===== config.mk =====
export PLATFORM = sky130hd
export DESIGN_NAME = isg_seq
export DESIGN_NICKNAME = d
export VERILOG_FILES = /design/src/sv/idle_state_governor_top_defines.svh /design/src/sv/isg_pkg.sv /design/src/sv/isg_seq.sv
export SDC_FILE = /design/constraint.sdc
export NUM_CORES = 1
export LEC_CHECK = 0
export BUFFER_PORTS_ARGS = -buffer_cell sky130_fd_sc_hd__buf_4
export CAP_MARGIN = 20
export CORE_UTILIZATION = 42
export DETAILED_ROUTE_END_ITERATION = 8
export GPL_ROUTABILITY_DRIVEN = 0
export PLACE_DENSITY_LB_ADDON = 0.1
export SLEW_MARGIN = 40
export SYNTH_ARGS = -nofsm -noshare
export SYNTH_HDL_FRONTEND = slang
export SYNTH_SLANG_ARGS = --single-unit

===== constraint.sdc =====
create_clock -name clk -period 1.8 [get_ports clk]
set_input_delay 0.18 -clock clk [delete_from_list [all_inputs] [get_ports clk]]
set_output_delay 0.18 -clock clk [all_outputs]
set_load 0.005 [all_outputs]

===== src/sv/idle_state_governor_top_defines.svh =====
// Assertion macros for the idle-state governor.
// Included by the top level; needs no other file.
`ifndef IDLE_STATE_GOVERNOR_TOP_DEFINES_SVH
`define IDLE_STATE_GOVERNOR_TOP_DEFINES_SVH

// same-cycle implication, disabled while in reset
`define ISG_ASSERT_IMP(lbl, clk, rst_n, ante, cons) \
	lbl: assert property (@(posedge clk) disable iff (!rst_n) (ante) |-> (cons)) \
		else $error("idle state governor: same-cycle check failed");

// next-cycle implication, disabled while in reset
`define ISG_ASSERT_NXT(lbl, clk, rst_n, ante, cons) \
	lbl: assert property (@(posedge clk) disable iff (!rst_n) (ante) |=> (cons)) \
		else $error("idle state governor: next-cycle check failed");

`endif


===== src/sv/isg_pkg.sv =====
// Shared types, constants and the microcode table of the idle-state governor.
// No dependencies; every file but isg_ram and the defines header imports it.
package isg_pkg;

	localparam int CFG_IDX_W  = 4;
	localparam int CFG_DATA_W = 20;

	typedef enum logic [CFG_IDX_W-1:0] {
		REG_STATE_COUNT = 4'd0,
		REG_TICK_US     = 4'd1
	} cfg_reg_t;

	localparam logic [3:0]  STATE_COUNT_RESET = 4'd1;
	localparam logic [19:0] TICK_US_RESET     = 20'd10000;
	localparam logic [31:0] FUZZ_US           = 32'd4;

	typedef enum logic [1:0] {
		OP_SELECT  = 2'd0,
		OP_REFLECT = 2'd1,
		OP_LOAD    = 2'd2
	} op_t;

	typedef struct packed {
		logic [1:0]  operation;
		logic [31:0] sleep_length_us;
		logic [30:0] latency_limit_us;
		logic [31:0] residency_us;
		logic [2:0]  entry_index;
		logic [31:0] entry_target_us;
		logic [31:0] entry_exit_us;
		logic        entry_time_valid;
	} item_t;

	typedef struct packed {
		logic        tv;
		logic [31:0] exit_us;
		logic [31:0] target_us;
	} entry_t;

	typedef struct packed {
		logic                  we;
		logic [CFG_IDX_W-1:0]  idx;
		logic [CFG_DATA_W-1:0] data;
	} cfg_wr_t;

	typedef logic [3:0] pc_t;

	typedef enum logic [3:0] {
		ACT_NONE,
		ACT_SEL_INIT,
		ACT_WALK_STEP,
		ACT_SEL_FIN,
		ACT_SEL_ZERO,
		ACT_IDLE,
		ACT_MEAS,
		ACT_CUR,
		ACT_COMMIT,
		ACT_LOAD
	} act_t;

	typedef enum logic [1:0] {
		RD_NONE,
		RD_START,
		RD_NEXT,
		RD_CHOSEN
	} rd_t;

	typedef enum logic [1:0] {
		C_NEVER,
		C_LIMIT_ZERO,
		C_WALK_GO
	} cond_t;

	typedef struct packed {
		act_t  act;
		rd_t   rd;
		cond_t cond;
		pc_t   target;
		logic  done;
	} uword_t;

	typedef struct packed {
		logic   fire;
		uword_t w;
	} seq_ctrl_t;

	typedef struct packed {
		logic limit_zero;
		logic walk_go;
		logic out_free;
	} seq_stat_t;

	localparam pc_t PC_SEL      = 4'd0;
	localparam pc_t PC_SEL_INIT = 4'd1;
	localparam pc_t PC_WALK     = 4'd2;
	localparam pc_t PC_FIN      = 4'd3;
	localparam pc_t PC_ZERO     = 4'd4;
	localparam pc_t PC_REF_RD   = 4'd5;
	localparam pc_t PC_REF_IDLE = 4'd6;
	localparam pc_t PC_REF_MEAS = 4'd7;
	localparam pc_t PC_REF_CUR  = 4'd8;
	localparam pc_t PC_REF_CMT  = 4'd9;
	localparam pc_t PC_LOAD     = 4'd10;
	localparam pc_t PC_NOP      = 4'd11;

	// Control store: one word per step.
	function automatic uword_t ucode(pc_t pc);
		uword_t w;
		w = '{act: ACT_NONE, rd: RD_NONE, cond: C_NEVER, target: PC_SEL, done: 1'b0};
		case (pc)
			PC_SEL: begin
				w.cond   = C_LIMIT_ZERO;
				w.target = PC_ZERO;
			end
			PC_SEL_INIT: begin
				w.act = ACT_SEL_INIT;
				w.rd  = RD_START;
			end
			PC_WALK: begin
				w.act    = ACT_WALK_STEP;
				w.rd     = RD_NEXT;
				w.cond   = C_WALK_GO;
				w.target = PC_WALK;
			end
			PC_FIN: begin
				w.act  = ACT_SEL_FIN;
				w.done = 1'b1;
			end
			PC_ZERO: begin
				w.act  = ACT_SEL_ZERO;
				w.done = 1'b1;
			end
			PC_REF_RD:   w.rd  = RD_CHOSEN;
			PC_REF_IDLE: w.act = ACT_IDLE;
			PC_REF_MEAS: w.act = ACT_MEAS;
			PC_REF_CUR:  w.act = ACT_CUR;
			PC_REF_CMT: begin
				w.act  = ACT_COMMIT;
				w.done = 1'b1;
			end
			PC_LOAD: begin
				w.act  = ACT_LOAD;
				w.done = 1'b1;
			end
			default: w.done = 1'b1;
		endcase
		return w;
	endfunction

	function automatic pc_t entry_pc(logic [1:0] op);
		pc_t pc;
		case (op)
			OP_SELECT:  pc = PC_SEL;
			OP_REFLECT: pc = PC_REF_RD;
			OP_LOAD:    pc = PC_LOAD;
			default:    pc = PC_NOP;
		endcase
		return pc;
	endfunction

endpackage


===== src/sv/isg_seq.sv =====
// Microcode sequencer: step counter, control store fetch and conditional jumps.
// Depends on isg_pkg for the control word and the program.
module isg_seq import isg_pkg::*; (
	input  logic       clk,
	input  logic       arst_n,
	input  logic       in_valid,
	output logic       in_ready,
	input  logic [1:0] operation,
	input  seq_stat_t  stat,
	output seq_ctrl_t  ctrl
);

	logic   busy_q;
	pc_t    pc_q;
	uword_t w;
	logic   jump;

	assign w        = ucode(pc_q);
	assign in_ready = !busy_q;

	always_comb begin
		case (w.cond)
			C_LIMIT_ZERO: jump = stat.limit_zero;
			C_WALK_GO:    jump = stat.walk_go;
			default:      jump = 1'b0;
		endcase
	end

	// a final step waits for the output register to free up
	assign ctrl.fire = busy_q && (!w.done || stat.out_free);
	assign ctrl.w    = w;

	always_ff @(posedge clk or negedge arst_n) begin
		if (!arst_n) begin
			busy_q <= 1'b0;
			pc_q   <= PC_SEL;
		end else if (in_valid && !busy_q) begin
			busy_q <= 1'b1;
			pc_q   <= entry_pc(operation);
		end else if (ctrl.fire) begin
			if (w.done) begin
				busy_q <= 1'b0;
			end else if (jump) begin
				pc_q <= w.target;
			end else begin
				pc_q <= pc_q + 4'd1;
			end
		end
	end

endmodule


==> out/metrics.cfg <==
[floorplan]
fp.dieW_um=39.78
io_pins=23
dieArea_um2=1582
rows=13
core_area_um2=1318
start_util_pct=45.49
die_height_um=39.78

[clock_tree]
htree_num_levels=1
clkTransAtPathRegs_ns=0.05
root_buffer=clkbuf_4
numCtsBuffers=3
clock_path_buffers=2
clk-insertion-delay-late_ns=0.25
cts_tree=yes
clock-sinks=5

[pwr]
seqPwrFrac_pct=12.5
p_clk_share_pct=6.9
p_per_area_nw_per_um2=1940
internal_power_mw=1.068
switching_share_pct=44.48
p_switching_mw=0.8553
pwr-share-comb_pct=80.6
vdd_drop_max_uv=1004
p_leak_nw=0.4840

[global_routing]
use_met3_pct=3.409
grt_util_met2_pct=36.07
grt_pass1_wl_mm=2.221
grt_max_degree=13
grt_pass1_vias=516
gr-usage-met1_pct=25.60
grt-ovfl-total=0
grt_busiest_layer=met2
grt_antenna_before_repair=0
grtUsageTotal_pct=21.32

[critical_path]
cp_top_family=flip-flops
slowest_delay_ns=0.43
crit_path_end_kind=primary output
reg2reg_depth=9
cpMaxStageDelayCell=dfrtp_2
worst-r2r-setup-slack_ns=0.02
path_class=reg2out
cp_max_fo=3
reg2reg_to=pc_q[2]
cp-start-kind=register
cp_cell_sequence=buf_4 -> ha_4 -> a211oi_4 -> o22ai_2 -> nor2_1 -> nor2_1 -> buf_4
cp.required_ns=1.62
arrival_ns=1.62
critical_path_buf_inv_count=2
critPathLaunch=pc_q[1]
r2r-start=pc_q[0]

[timing]
clock_skew_ns=0.004283
hold_slack_ns=0.1417
worst_slack_ns=0.0006629
min_period_over_period_pct=99.96
hold_viol_final=0
fmax_mhz=555.8
tns_ns=0
rsz0062_at_grt=true
setup_violations=0
period_minus_slack_ns=1.799
drv_slew=0

[hold_path]
min_to=busy_q
whs_path_depth=2
min_from=stat[0]
hp-class=in2reg

[cells_and_area]
final_cells=122
syn_to_final_growth_pct=65.34
multiInputGateArea_um2=514.2
seq_area_um2=126.4
nFillCells=102
drive_gt1_share_pct=58.88
nNetsFinal=122
antennaDiodeCount=0

[outcome]
status=finished clean

[yosys]
synthFlopType=dfrtp_1
yosys.area_share.adder_pct=12.53
syn_inst=74
async_flop_share_pct=100.0
ys_warn_count=0
synthDistinctLibCells=31
ys_ff_latch=5
synth-compound-area-share_pct=25.68
synth_xor_area_share_pct=2.923
synth_mux_area_share_pct=5.219
ys_seq_area_share_pct=20.88
synth.avg_cell_area_um2=8.099
syn_area_um2=599.3
synth_top_family_by_area=compound AO/OA/AOI/OAI gates
synth_edf_count=0
synth-simple-area-share_pct=17.12

[place]
io_buffer_count=20
dp_cells=113
detailed_place_hpwl_mm=1.025
post-place-ws_ns=-0.02468

[flow_run]
maxCapViolCount=0

[drt]
drt_iter0_markers=16
wl_mm=1.577
first_pass_iters=5
drtAntennaViolNets=0
via_count=630
wl_per_cell_um=12.93
drc=0
viasPerCell=5.164

[logic make-up after synthesis]
logic type / count (synthesis)
compound gates: 19
xor+xnor: 2
buf+inv: 16
simple gates: 22
fa+ha+maj: 6
other cells: 1
mux: 3
flops: 5
[per-layer routing]
layer	routed length (um)	up-vias
met4	51	0
met3	82	7
met2	737	26
li1	-	313
met5	0	-
met1	705	284
[flip-flops by register name, indices dropped and copies added, names as in the netlist]
signal / flops
busy_q: 1
pc_q: 4
[power groups by stage]
| stage | clock network [mW] | registers, mW | logic [mW] |
|---|---|---|---|
| after global routing | 0.139 | 0.248 | 1.69 |
| final | 0.133 | 0.240 | 1.55 |
| after floorplan | 0 | 0.234 | 0.770 |
| after global placement | 0 | 0.227 | 1.19 |
| after CTS | 0.134 | 0.231 | 1.30 |
| after detailed placement | 0 | 0.229 | 1.19 |
[cell usage after synthesis (2+ instances only)]
cell type / instances / share of area (%)
ha_1: 6 / 13
inv_1: 10 / 6.3
a21oi_1: 2 / 1.7
o21ai_1: 2 / 1.7
xnor2_1: 2 / 2.9
dfrtp_1: 5 / 21
buf_6: 2 / 3.8
nand2_1: 7 / 4.4
mux2i_1: 2 / 3.3
o21ai_0: 4 / 3.3
buf_4: 4 / 5.0
nand2b_1: 2 / 2.1
nor2_1: 8 / 5.0
[layout by cell type (no fill, tap or decap), drive strengths merged]
cell type	Yosys	final
a221oi	1	1
a22oi	1	1
nand3	1	1
o21a	1	1
conb	1	2
o31ai	1	1
o21ai	6	6
a32oi	1	1
dfrtp	5	5
o22ai	1	1
o31a	1	1
nand3b	1	1
o211a	2	2
a211oi	2	2
xnor2	2	2
ha	6	6
mux2i	2	2
and2b	1	1
nand2	7	7
inv	10	10
a21oi	2	2
mux2	1	1
nor2b	1	1
buf	6	33
dlygate4sd3	0	1
nor2	8	8
nand2b	2	2
nor4	1	1
clkbuf	0	4
[worst register-to-register path, stage by stage, from the launching register on]
cell and delay (ns):
dfrtp_1 0.38, inv_2 0.11, ha_4 0.17, nand2_4 0.07, inv_2 0.07, ha_2 0.17, a22oi_2 0.05, nor2_2 0.19
mux2_4 0.32, o31ai_2 0.17
[cell type report]
cell class / instances / area share (%)
clock buffer: 4 / 2.652
inverter: 10 / 4.040
multi-input combinational: 54 / 51.89
sequential: 5 / 12.75
tap: 15 / 1.894
timing repair buffer: 34 / 26.77
[worst max-delay path by stage]
stage,to,slack [ns],depth (start not counted)
3_3_place_gp,pc_q[2],0.01,8
2_1_floorplan,pc_q[2],0.007,9
3_5_place_dp,pc_q[2],-0.02,9
5_1_grt,ctrl[13],-0.07,7
4_1_cts,ctrl[13],-0.007,7
6_report,ctrl[13],0.0007,7
[metrics by stage]
stage / utilization, % / total power [mW] / instance area, um2
3_3_place_gp: 61.25 / 1.417 / 807.0
4_1_cts: 66.86 / 1.670 / 880.8
6_report: 75.21 / 1.923 / 991.0
5_1_grt: 75.21 / 2.082 / 991.0
3_5_place_dp: 61.25 / 1.419 / 807.0
2_1_floorplan: - / 1.004 / 623.1
[timing repair]
| item | in CTS | in global routing |
|---|---|---|
| hold buffers | 1 | 0 |
| pin swaps | 3 | 3 |
| endpoints found under the setup margin | 4 | 5 |
| endpoints found under the hold margin | 5 | 0 |
| resized for setup | 8 | 19 |
| setup buffers | 1 | 3 |
Note: power is estimated with default switching activity, not from simulation.
