**config.mk**
```make
export PLATFORM = sky130hd
export DESIGN_NAME = isg_dp
export DESIGN_NICKNAME = d
export VERILOG_FILES = /design/src/sv/idle_state_governor_top_defines.svh /design/src/sv/isg_pkg.sv /design/src/sv/isg_ram.sv /design/src/sv/isg_dp.sv
export SDC_FILE = /design/constraint.sdc
export NUM_CORES = 1
export LEC_CHECK = 0
export ABC_AREA = 1
export BUFFER_PORTS_ARGS = -buffer_cell sky130_fd_sc_hd__buf_2
export CAP_MARGIN = 20
export CORE_MARGIN = 5
export CORE_UTILIZATION = 50
export DETAILED_ROUTE_END_ITERATION = 12
export PLACE_DENSITY = 0.67
export SLEW_MARGIN = 20
export SYNTH_ARGS = -nofsm -noshare
export SYNTH_HDL_FRONTEND = slang
export SYNTH_SLANG_ARGS = --single-unit
```
**constraint.sdc**
```tcl
create_clock -name clk -period 9.5 [get_ports clk]
set_input_delay 0 -clock clk [delete_from_list [all_inputs] [get_ports clk]]
set_output_delay 0 -clock clk [all_outputs]
set_load 0.005 [all_outputs]
```
**src/sv/idle_state_governor_top_defines.svh**
```systemverilog
// Assertion macros for the idle-state governor.
// Included by the top level; needs no other file.
`ifndef IDLE_STATE_GOVERNOR_TOP_DEFINES_SVH
`define IDLE_STATE_GOVERNOR_TOP_DEFINES_SVH

// same-cycle implication, disabled while in reset
`define ISG_ASSERT_IMP(lbl, clk, rst_n, ante, cons) \
	lbl: assert property (@(posedge clk) disable iff (!rst_n) (ante) |-> (cons)) \
		else $error("idle state governor: same-cycle check failed");

// next-cycle implication, disabled while in reset
`define ISG_ASSERT_NXT(lbl, clk, rst_n, ante, cons) \
	lbl: assert property (@(posedge clk) disable iff (!rst_n) (ante) |=> (cons)) \
		else $error("idle state governor: next-cycle check failed");

`endif

```
**src/sv/isg_pkg.sv**
```systemverilog
// Shared types, constants and the microcode table of the idle-state governor.
// No dependencies; every file but isg_ram and the defines header imports it.
package isg_pkg;

	localparam int CFG_IDX_W  = 4;
	localparam int CFG_DATA_W = 20;

	typedef enum logic [CFG_IDX_W-1:0] {
		REG_STATE_COUNT = 4'd0,
		REG_TICK_US     = 4'd1
	} cfg_reg_t;

	localparam logic [3:0]  STATE_COUNT_RESET = 4'd1;
	localparam logic [19:0] TICK_US_RESET     = 20'd10000;
	localparam logic [31:0] FUZZ_US           = 32'd4;

	typedef enum logic [1:0] {
		OP_SELECT  = 2'd0,
		OP_REFLECT = 2'd1,
		OP_LOAD    = 2'd2
	} op_t;

	typedef struct packed {
		logic [1:0]  operation;
		logic [31:0] sleep_length_us;
		logic [30:0] latency_limit_us;
		logic [31:0] residency_us;
		logic [2:0]  entry_index;
		logic [31:0] entry_target_us;
		logic [31:0] entry_exit_us;
		logic        entry_time_valid;
	} item_t;

	typedef struct packed {
		logic        tv;
		logic [31:0] exit_us;
		logic [31:0] target_us;
	} entry_t;

	typedef struct packed {
		logic                  we;
		logic [CFG_IDX_W-1:0]  idx;
		logic [CFG_DATA_W-1:0] data;
	} cfg_wr_t;

	typedef logic [3:0] pc_t;

	typedef enum logic [3:0] {
		ACT_NONE,
		ACT_SEL_INIT,
		ACT_WALK_STEP,
		ACT_SEL_FIN,
		ACT_SEL_ZERO,
		ACT_IDLE,
		ACT_MEAS,
		ACT_CUR,
		ACT_COMMIT,
		ACT_LOAD
	} act_t;

	typedef enum logic [1:0] {
		RD_NONE,
		RD_START,
		RD_NEXT,
		RD_CHOSEN
	} rd_t;

	typedef enum logic [1:0] {
		C_NEVER,
		C_LIMIT_ZERO,
		C_WALK_GO
	} cond_t;

	typedef struct packed {
		act_t  act;
		rd_t   rd;
		cond_t cond;
		pc_t   target;
		logic  done;
	} uword_t;

	typedef struct packed {
		logic   fire;
		uword_t w;
	} seq_ctrl_t;

	typedef struct packed {
		logic limit_zero;
		logic walk_go;
		logic out_free;
	} seq_stat_t;

	localparam pc_t PC_SEL      = 4'd0;
	localparam pc_t PC_SEL_INIT = 4'd1;
	localparam pc_t PC_WALK     = 4'd2;
	localparam pc_t PC_FIN      = 4'd3;
	localparam pc_t PC_ZERO     = 4'd4;
	localparam pc_t PC_REF_RD   = 4'd5;
	localparam pc_t PC_REF_IDLE = 4'd6;
	localparam pc_t PC_REF_MEAS = 4'd7;
	localparam pc_t PC_REF_CUR  = 4'd8;
	localparam pc_t PC_REF_CMT  = 4'd9;
	localparam pc_t PC_LOAD     = 4'd10;
	localparam pc_t PC_NOP      = 4'd11;

	// Control store: one word per step.
	function automatic uword_t ucode(pc_t pc);
		uword_t w;
		w = '{act: ACT_NONE, rd: RD_NONE, cond: C_NEVER, target: PC_SEL, done: 1'b0};
		case (pc)
			PC_SEL: begin
				w.cond   = C_LIMIT_ZERO;
				w.target = PC_ZERO;
			end
			PC_SEL_INIT: begin
				w.act = ACT_SEL_INIT;
				w.rd  = RD_START;
			end
			PC_WALK: begin
				w.act    = ACT_WALK_STEP;
				w.rd     = RD_NEXT;
				w.cond   = C_WALK_GO;
				w.target = PC_WALK;
			end
			PC_FIN: begin
				w.act  = ACT_SEL_FIN;
				w.done = 1'b1;
			end
			PC_ZERO: begin
				w.act  = ACT_SEL_ZERO;
				w.done = 1'b1;
			end
			PC_REF_RD:   w.rd  = RD_CHOSEN;
			PC_REF_IDLE: w.act = ACT_IDLE;
			PC_REF_MEAS: w.act = ACT_MEAS;
			PC_REF_CUR:  w.act = ACT_CUR;
			PC_REF_CMT: begin
				w.act  = ACT_COMMIT;
				w.done = 1'b1;
			end
			PC_LOAD: begin
				w.act  = ACT_LOAD;
				w.done = 1'b1;
			end
			default: w.done = 1'b1;
		endcase
		return w;
	endfunction

	function automatic pc_t entry_pc(logic [1:0] op);
		pc_t pc;
		case (op)
			OP_SELECT:  pc = PC_SEL;
			OP_REFLECT: pc = PC_REF_RD;
			OP_LOAD:    pc = PC_LOAD;
			default:    pc = PC_NOP;
		endcase
		return pc;
	endfunction

endpackage

```
**src/sv/isg_ram.sv**
```systemverilog
// Generic single-write, single-read RAM with registered read data.
// No dependencies.
module isg_ram #(
	parameter int WIDTH = 8,
	parameter int DEPTH = 8
) (
	input  logic                     clk,
	input  logic                     we,
	input  logic [$clog2(DEPTH)-1:0] waddr,
	input  logic [WIDTH-1:0]         wdata,
	input  logic                     re,
	input  logic [$clog2(DEPTH)-1:0] raddr,
	output logic [WIDTH-1:0]         rdata
);

	logic [WIDTH-1:0] mem_q [DEPTH];

	always_ff @(posedge clk) begin
		if (we) begin
			mem_q[waddr] <= wdata;
		end
		if (re) begin
			rdata <= mem_q[raddr];
		end
	end

endmodule

```
**src/sv/isg_dp.sv**
```systemverilog
// Datapath of the governor: state registers, table RAM and result register, all driven
// by the control word, plus config registers set by config writes. Uses isg_pkg, isg_ram.
module isg_dp import isg_pkg::*; #(
	parameter int MAX_STATES  = 8,
	parameter int START_INDEX = 0
) (
	input  logic        clk,
	input  logic        arst_n,
	input  logic        item_accept,
	input  item_t       item_d,
	input  cfg_wr_t     cfg_wr,
	input  seq_ctrl_t   ctrl,
	output seq_stat_t   stat,
	output logic        res_valid,
	input  logic        res_ready,
	output logic [2:0]  res_chosen,
	output logic [31:0] res_pred
);

	localparam int AW = $clog2(MAX_STATES);
	localparam int CW = $clog2(MAX_STATES + 1);

	item_t item_q;

	logic [3:0]  state_count_q;
	logic [19:0] tick_q;

	logic [AW-1:0] chosen_q,   chosen_d;
	logic [31:0]   expected_q, expected_d;
	logic [31:0]   smooth_q,   smooth_d;
	logic [31:0]   cur_q,      cur_d;
	logic [31:0]   lastm_q,    lastm_d;
	logic [31:0]   elapsed_q,  elapsed_d;

	logic [CW-1:0] idx_q,  idx_d;
	logic [31:0]   idle_q, idle_d;
	logic [31:0]   rhs_q,  rhs_d;
	logic [31:0]   meas_q, meas_d;

	logic          out_valid_q;
	logic [2:0]    out_chosen_q;
	logic [31:0]   out_pred_q;

	logic [CW-1:0] count;
	logic [32:0]   smooth_sum;
	logic [32:0]   meas_sum;
	logic [31:0]   fuzz_idle;
	logic          fuzz_lt;

	logic          ram_we, ram_re;
	logic [AW-1:0] ram_waddr, ram_raddr;
	entry_t        ram_wdata, rd;

	assign count = (32'(state_count_q) > MAX_STATES) ? CW'(MAX_STATES) : CW'(state_count_q);

	assign smooth_sum = {1'b0, smooth_q} + {1'b0, cur_q};
	assign meas_sum   = {1'b0, elapsed_q} + {1'b0, idle_q};
	assign fuzz_idle  = idle_q + FUZZ_US;
	assign fuzz_lt    = fuzz_idle < rhs_q;

	assign stat.limit_zero = (item_q.latency_limit_us == '0);
	assign stat.walk_go    = (idx_q < count) && !(rd.target_us > expected_q)
		&& !(rd.target_us > smooth_q) && !(rd.exit_us > {1'b0, item_q.latency_limit_us});
	assign stat.out_free   = !out_valid_q || res_ready;

	// table RAM: load writes, walk and reflect read
	assign ram_we    = ctrl.fire && (ctrl.w.act == ACT_LOAD)
		&& (32'(item_q.entry_index) < MAX_STATES);
	assign ram_waddr = AW'(item_q.entry_index);
	assign ram_wdata = '{tv: item_q.entry_time_valid, exit_us: item_q.entry_exit_us,
		target_us: item_q.entry_target_us};
	assign ram_re    = ctrl.fire && (ctrl.w.rd != RD_NONE);

	always_comb begin
		case (ctrl.w.rd)
			RD_START:  ram_raddr = AW'(START_INDEX + 1);
			RD_NEXT:   ram_raddr = AW'(idx_q + CW'(1));
			RD_CHOSEN: ram_raddr = chosen_q;
			default:   ram_raddr = '0;
		endcase
	end

	isg_ram #(
		.WIDTH($bits(entry_t)),
		.DEPTH(MAX_STATES)
	) u_table (
		.clk   (clk),
		.we    (ram_we),
		.waddr (ram_waddr),
		.wdata (ram_wdata),
		.re    (ram_re),
		.raddr (ram_raddr),
		.rdata (rd)
	);

	always_comb begin
		chosen_d   = chosen_q;
		expected_d = expected_q;
		smooth_d   = smooth_q;
		cur_d      = cur_q;
		lastm_d    = lastm_q;
		elapsed_d  = elapsed_q;
		idx_d      = idx_q;
		idle_d     = idle_q;
		rhs_d      = rhs_q;
		meas_d     = meas_q;
		if (ctrl.fire) begin
			case (ctrl.w.act)
				ACT_SEL_INIT: begin
					expected_d = item_q.sleep_length_us;
					smooth_d   = smooth_sum[32:1];
					idx_d      = CW'(START_INDEX + 1);
				end
				ACT_WALK_STEP: begin
					if (stat.walk_go) begin
						idx_d = idx_q + CW'(1);
					end
				end
				ACT_SEL_FIN:  chosen_d = AW'(idx_q - CW'(1));
				ACT_SEL_ZERO: chosen_d = '0;
				ACT_IDLE: begin
					// fall back to the tick when the state cannot time itself
					idle_d = rd.tv ? item_q.residency_us : {12'd0, tick_q};
					rhs_d  = expected_q - rd.exit_us;
				end
				ACT_MEAS: meas_d = meas_sum[32] ? '1 : meas_sum[31:0];
				ACT_CUR:  cur_d  = (meas_q > lastm_q) ? meas_q : lastm_q;
				ACT_COMMIT: begin
					if (fuzz_lt) begin
						lastm_d   = meas_q;
						elapsed_d = '0;
					end else begin
						elapsed_d = meas_q;
					end
				end
				default: ;
			endcase
		end
	end

	always_ff @(posedge clk or negedge arst_n) begin
		if (!arst_n) begin
			chosen_q      <= '0;
			expected_q    <= '0;
			smooth_q      <= '0;
			cur_q         <= '0;
			lastm_q       <= '0;
			elapsed_q     <= '0;
			state_count_q <= STATE_COUNT_RESET;
			tick_q        <= TICK_US_RESET;
			out_valid_q   <= 1'b0;
		end else begin
			chosen_q   <= chosen_d;
			expected_q <= expected_d;
			smooth_q   <= smooth_d;
			cur_q      <= cur_d;
			lastm_q    <= lastm_d;
			elapsed_q  <= elapsed_d;
			if (cfg_wr.we) begin
				case (cfg_wr.idx)
					REG_STATE_COUNT: state_count_q <= cfg_wr.data[3:0];
					REG_TICK_US:     tick_q        <= cfg_wr.data;
					default: ;
				endcase
			end
			if (ctrl.fire && ctrl.w.done) begin
				out_valid_q <= 1'b1;
			end else if (res_ready) begin
				out_valid_q <= 1'b0;
			end
		end
	end

	always_ff @(posedge clk) begin
		if (item_accept) begin
			item_q <= item_d;
		end
		idx_q  <= idx_d;
		idle_q <= idle_d;
		rhs_q  <= rhs_d;
		meas_q <= meas_d;
		if (ctrl.fire && ctrl.w.done) begin
			out_chosen_q <= 3'(chosen_d);
			out_pred_q   <= smooth_d;
		end
	end

	assign res_valid  = out_valid_q;
	assign res_chosen = out_chosen_q;
	assign res_pred   = out_pred_q;

endmodule

```
==> impl_metrics.yaml <==
floorplanning:
  placementRows: 115
  fp.dieW_um: 325.2
  num_io_pins: 247
  die_area_um2: 105800
  dieHeight_um: 325.2
  coreArea_um2: 98560
  initial_core_util_pct: 50.41
synth:
  ys_ff_latch: 1071
  avgSynthCellArea_um2: 10.74
  netlist_area_um2: 49680
  yosysMostFrequentCell: "edfxtp_1"
  yosysWarningCount: 0
  yosys.area.top_type: "edfxtp_1"
  synth_edf_count: 883
  synthDistinctLibCells: 58
  synth.area.top_cells: "edfxtp_1 53%, dfrtp_1 9.2%, ha_1 6.5%"
  synth_fp_nets: 5097
  ys_top_cells_by_count: "883 x edfxtp_1, 740 x nand2_1, 669 x nor2_1, 437 x inv_1, 323 x o21ai_0"
  yosysSeqAreaShare_pct: 62.86
  synth_cells: 4627
  yosys.area.top_type_share_pct: 53.37
  synth_flop_cell: "edfxtp_1"
  async_reset_ff_share_pct: 17.55
global_routing:
  grt_pass1_vias: 35603
  antenna_found_initial: 12
  grt_usage_pct: 25.83
  grt_pass1_wl_um: 210800
  grt_max_degree: 172
  grt_overflow: 0
route:
  totalWireLength_um: 140300
  via_per_inst: 5.559
  wire_per_inst_um: 21.30
  drc: 0
  ant_nets: 0
  first_pass_iters: 5
  drt_iter0_markers: 3244
  vias: 36621
place:
  portBuffers: 238
  gp_congestion: 0.9721
  dp_cells: 6032
  dpl.hpwl_um: 90620
  dpl_cell_area_um2: 52200
pwr:
  p_sw_mw: 3.905
  power_density_nw_per_um2: 215.7
  power_mw: 12.77
  p_int_mw: 8.869
  clkPwrFrac_pct: 32.7
  pwr-share-seq_pct: 45.7
  p_leak_nw: 24.13
  irDropWorstVdd_mv: 0.1912
  swShare_pct: 30.57
  share_comb_of_total_power_pct: 21.6
sta:
  hold_viol: 0
  period_minus_slack_ns: 4.217
  tightestPinTransition_ns: 1.070
  fin_crit_sh_pct: 44.39
  setup_viol: 0
  fmax_ghz: 0.2371
  rsz0062_at_grt: "false"
  max-slew-margin-rel_pct: 28.69
  skew_ns: 0.05807
  setup_tns_ns: 0
  drv_slew: 0
layout:
  final_layout_size_suffix_gt1_share_pct: 9.337
  top_regs: "u_table.mem_q (520), item_q (160), u_table.rdata (65)"
  stdcell_count: 6588
  area_growth_pct: 19.23
  n_fill_cell: 7749
  largest_reg_flops: 520
  fin_util_pct: 60.10
  nets: 5673
  design_area_um2: 59230
  largest_register: "u_table.mem_q"
critical_path:
  cp.arrival_ns: 4.61
  worstSetupEndpointType: "register"
  startpoint_type: "register"
  crit_fanout: 67
  crit_required_ns: 9.90
  critical_path_class: "reg -> reg"
  rrSetupSlack_ns: 5.28
  reg2reg_depth: 10
status:
  status: "complete, no violations"
min_path:
  hold_depth: 2
  hold_path_class: "in -> reg"
clock_network:
  cts_setup_buffers: 0
  clock_latency_ns: 0.72
  path_clk_slew_ns: 0.07
  clock_sinks: 1071
  postCtsResizedCells: 0
  htree_num_levels: 3
  cts_tree: "yes"
  root_buffer: "clkbuf_16"
  cts_hold_buf: 349
  cts_buffer_depth: 3
  cts_buffers: 106
job:
  max-cap-violations: 0
path summary, 6_finish.rpt:
kind,start,endpoint
setup / recovery,idx_q[0],u_table.rdata[33]
hold / removal,item_d[129],item_q[129]
setup reg to reg,idx_q[0],u_table.rdata[33]
hold reg to reg,item_q[136],expected_q[5]
max in group asynchronous,arst_n,expected_q[22]
min in group asynchronous,arst_n,smooth_q[3]
cells by family (layout without fill, tap and decap cells):
family	after synthesis	after routing	share of synthesized area [%]
adder cells (fa/ha/maj)	262	262	6.644
other	0	10	0
flip-flops	1071	1071	62.86
XOR/XNOR	76	76	1.340
buffers and inverters	609	1273	4.888
multiplexers	4	4	0.09066
AO/OA/AOI/OAI	860	860	9.603
AND/OR/NAND/NOR	1745	1745	14.58
metrics by stage:
stage / worst slack [ns] / hold WS (ns)
global route: 5.120 / 0.007034
global placement: 5.368 / -0.004908
detailed placement: 5.360 / -0.0003693
CTS: 5.301 / 0.0002226
floorplan: 4.004 / -0.2956
finish: 5.283 / 0.02693
cells in the final DEF (no fill, tap or decap), drive strengths merged, types with 28 or more instances in the layout:
cell type / count
nor3: 31
nand3b: 40
xnor2: 28
o22ai: 76
ha: 259
xor2: 48
o21ai: 415
a31oi: 76
dfrtp: 182
buf: 279
clkbuf: 142
a21oi: 213
inv: 449
nand3: 163
nand2: 743
nand4: 68
clkinv: 45
nor2: 674
edfxtp: 883
dlygate4sd3: 348
layout make-up:
type,instances,area [um^2],area share (%)
well taps,1287,1610,2.719
clock buffers,141,2854,4.818
inverters,449,1697,2.864
clock inverters,55,610.6,1.031
repair buffers,628,5061,8.544
diodes,10,25.02,0.04225
multi-input cells,2947,16150,27.26
flip-flops and latches,1071,31230,52.72
worst max-delay path: stages, from the launching register on:
cell and delay [ns]:
edfxtp_1 0.42, inv_1 0.11, ha_1 0.30, inv_1 0.08, o22ai_4 0.53, buf_4 0.77, buf_4 0.64, o21ai_0 0.19
o22ai_1 0.22, nor2_1 0.06, a31oi_1 0.50
power groups by stage:
| stage | sequential [mW] | combinational [mW] | clock, mW |
|---|---|---|---|
| after global routing | 5.87 | 3.10 | 4.43 |
| after global placement | 5.91 | 2.53 | 0 |
| after CTS | 5.83 | 2.72 | 4.22 |
| after detailed placement | 5.91 | 2.58 | 0 |
| final | 5.84 | 2.76 | 4.18 |
| after floorplan | 5.77 | 1.84 | 0 |
per-layer routing:
metal	share of wire [%]	wire length, um	GRT usage [%]
met1	42	59240	35.52
met2	48	67000	42.65
met3	6.5	9151	3.571
met4	3.5	4884	8.893
met5	0.0093	13	0
Power figures use the tool's default switching activity.
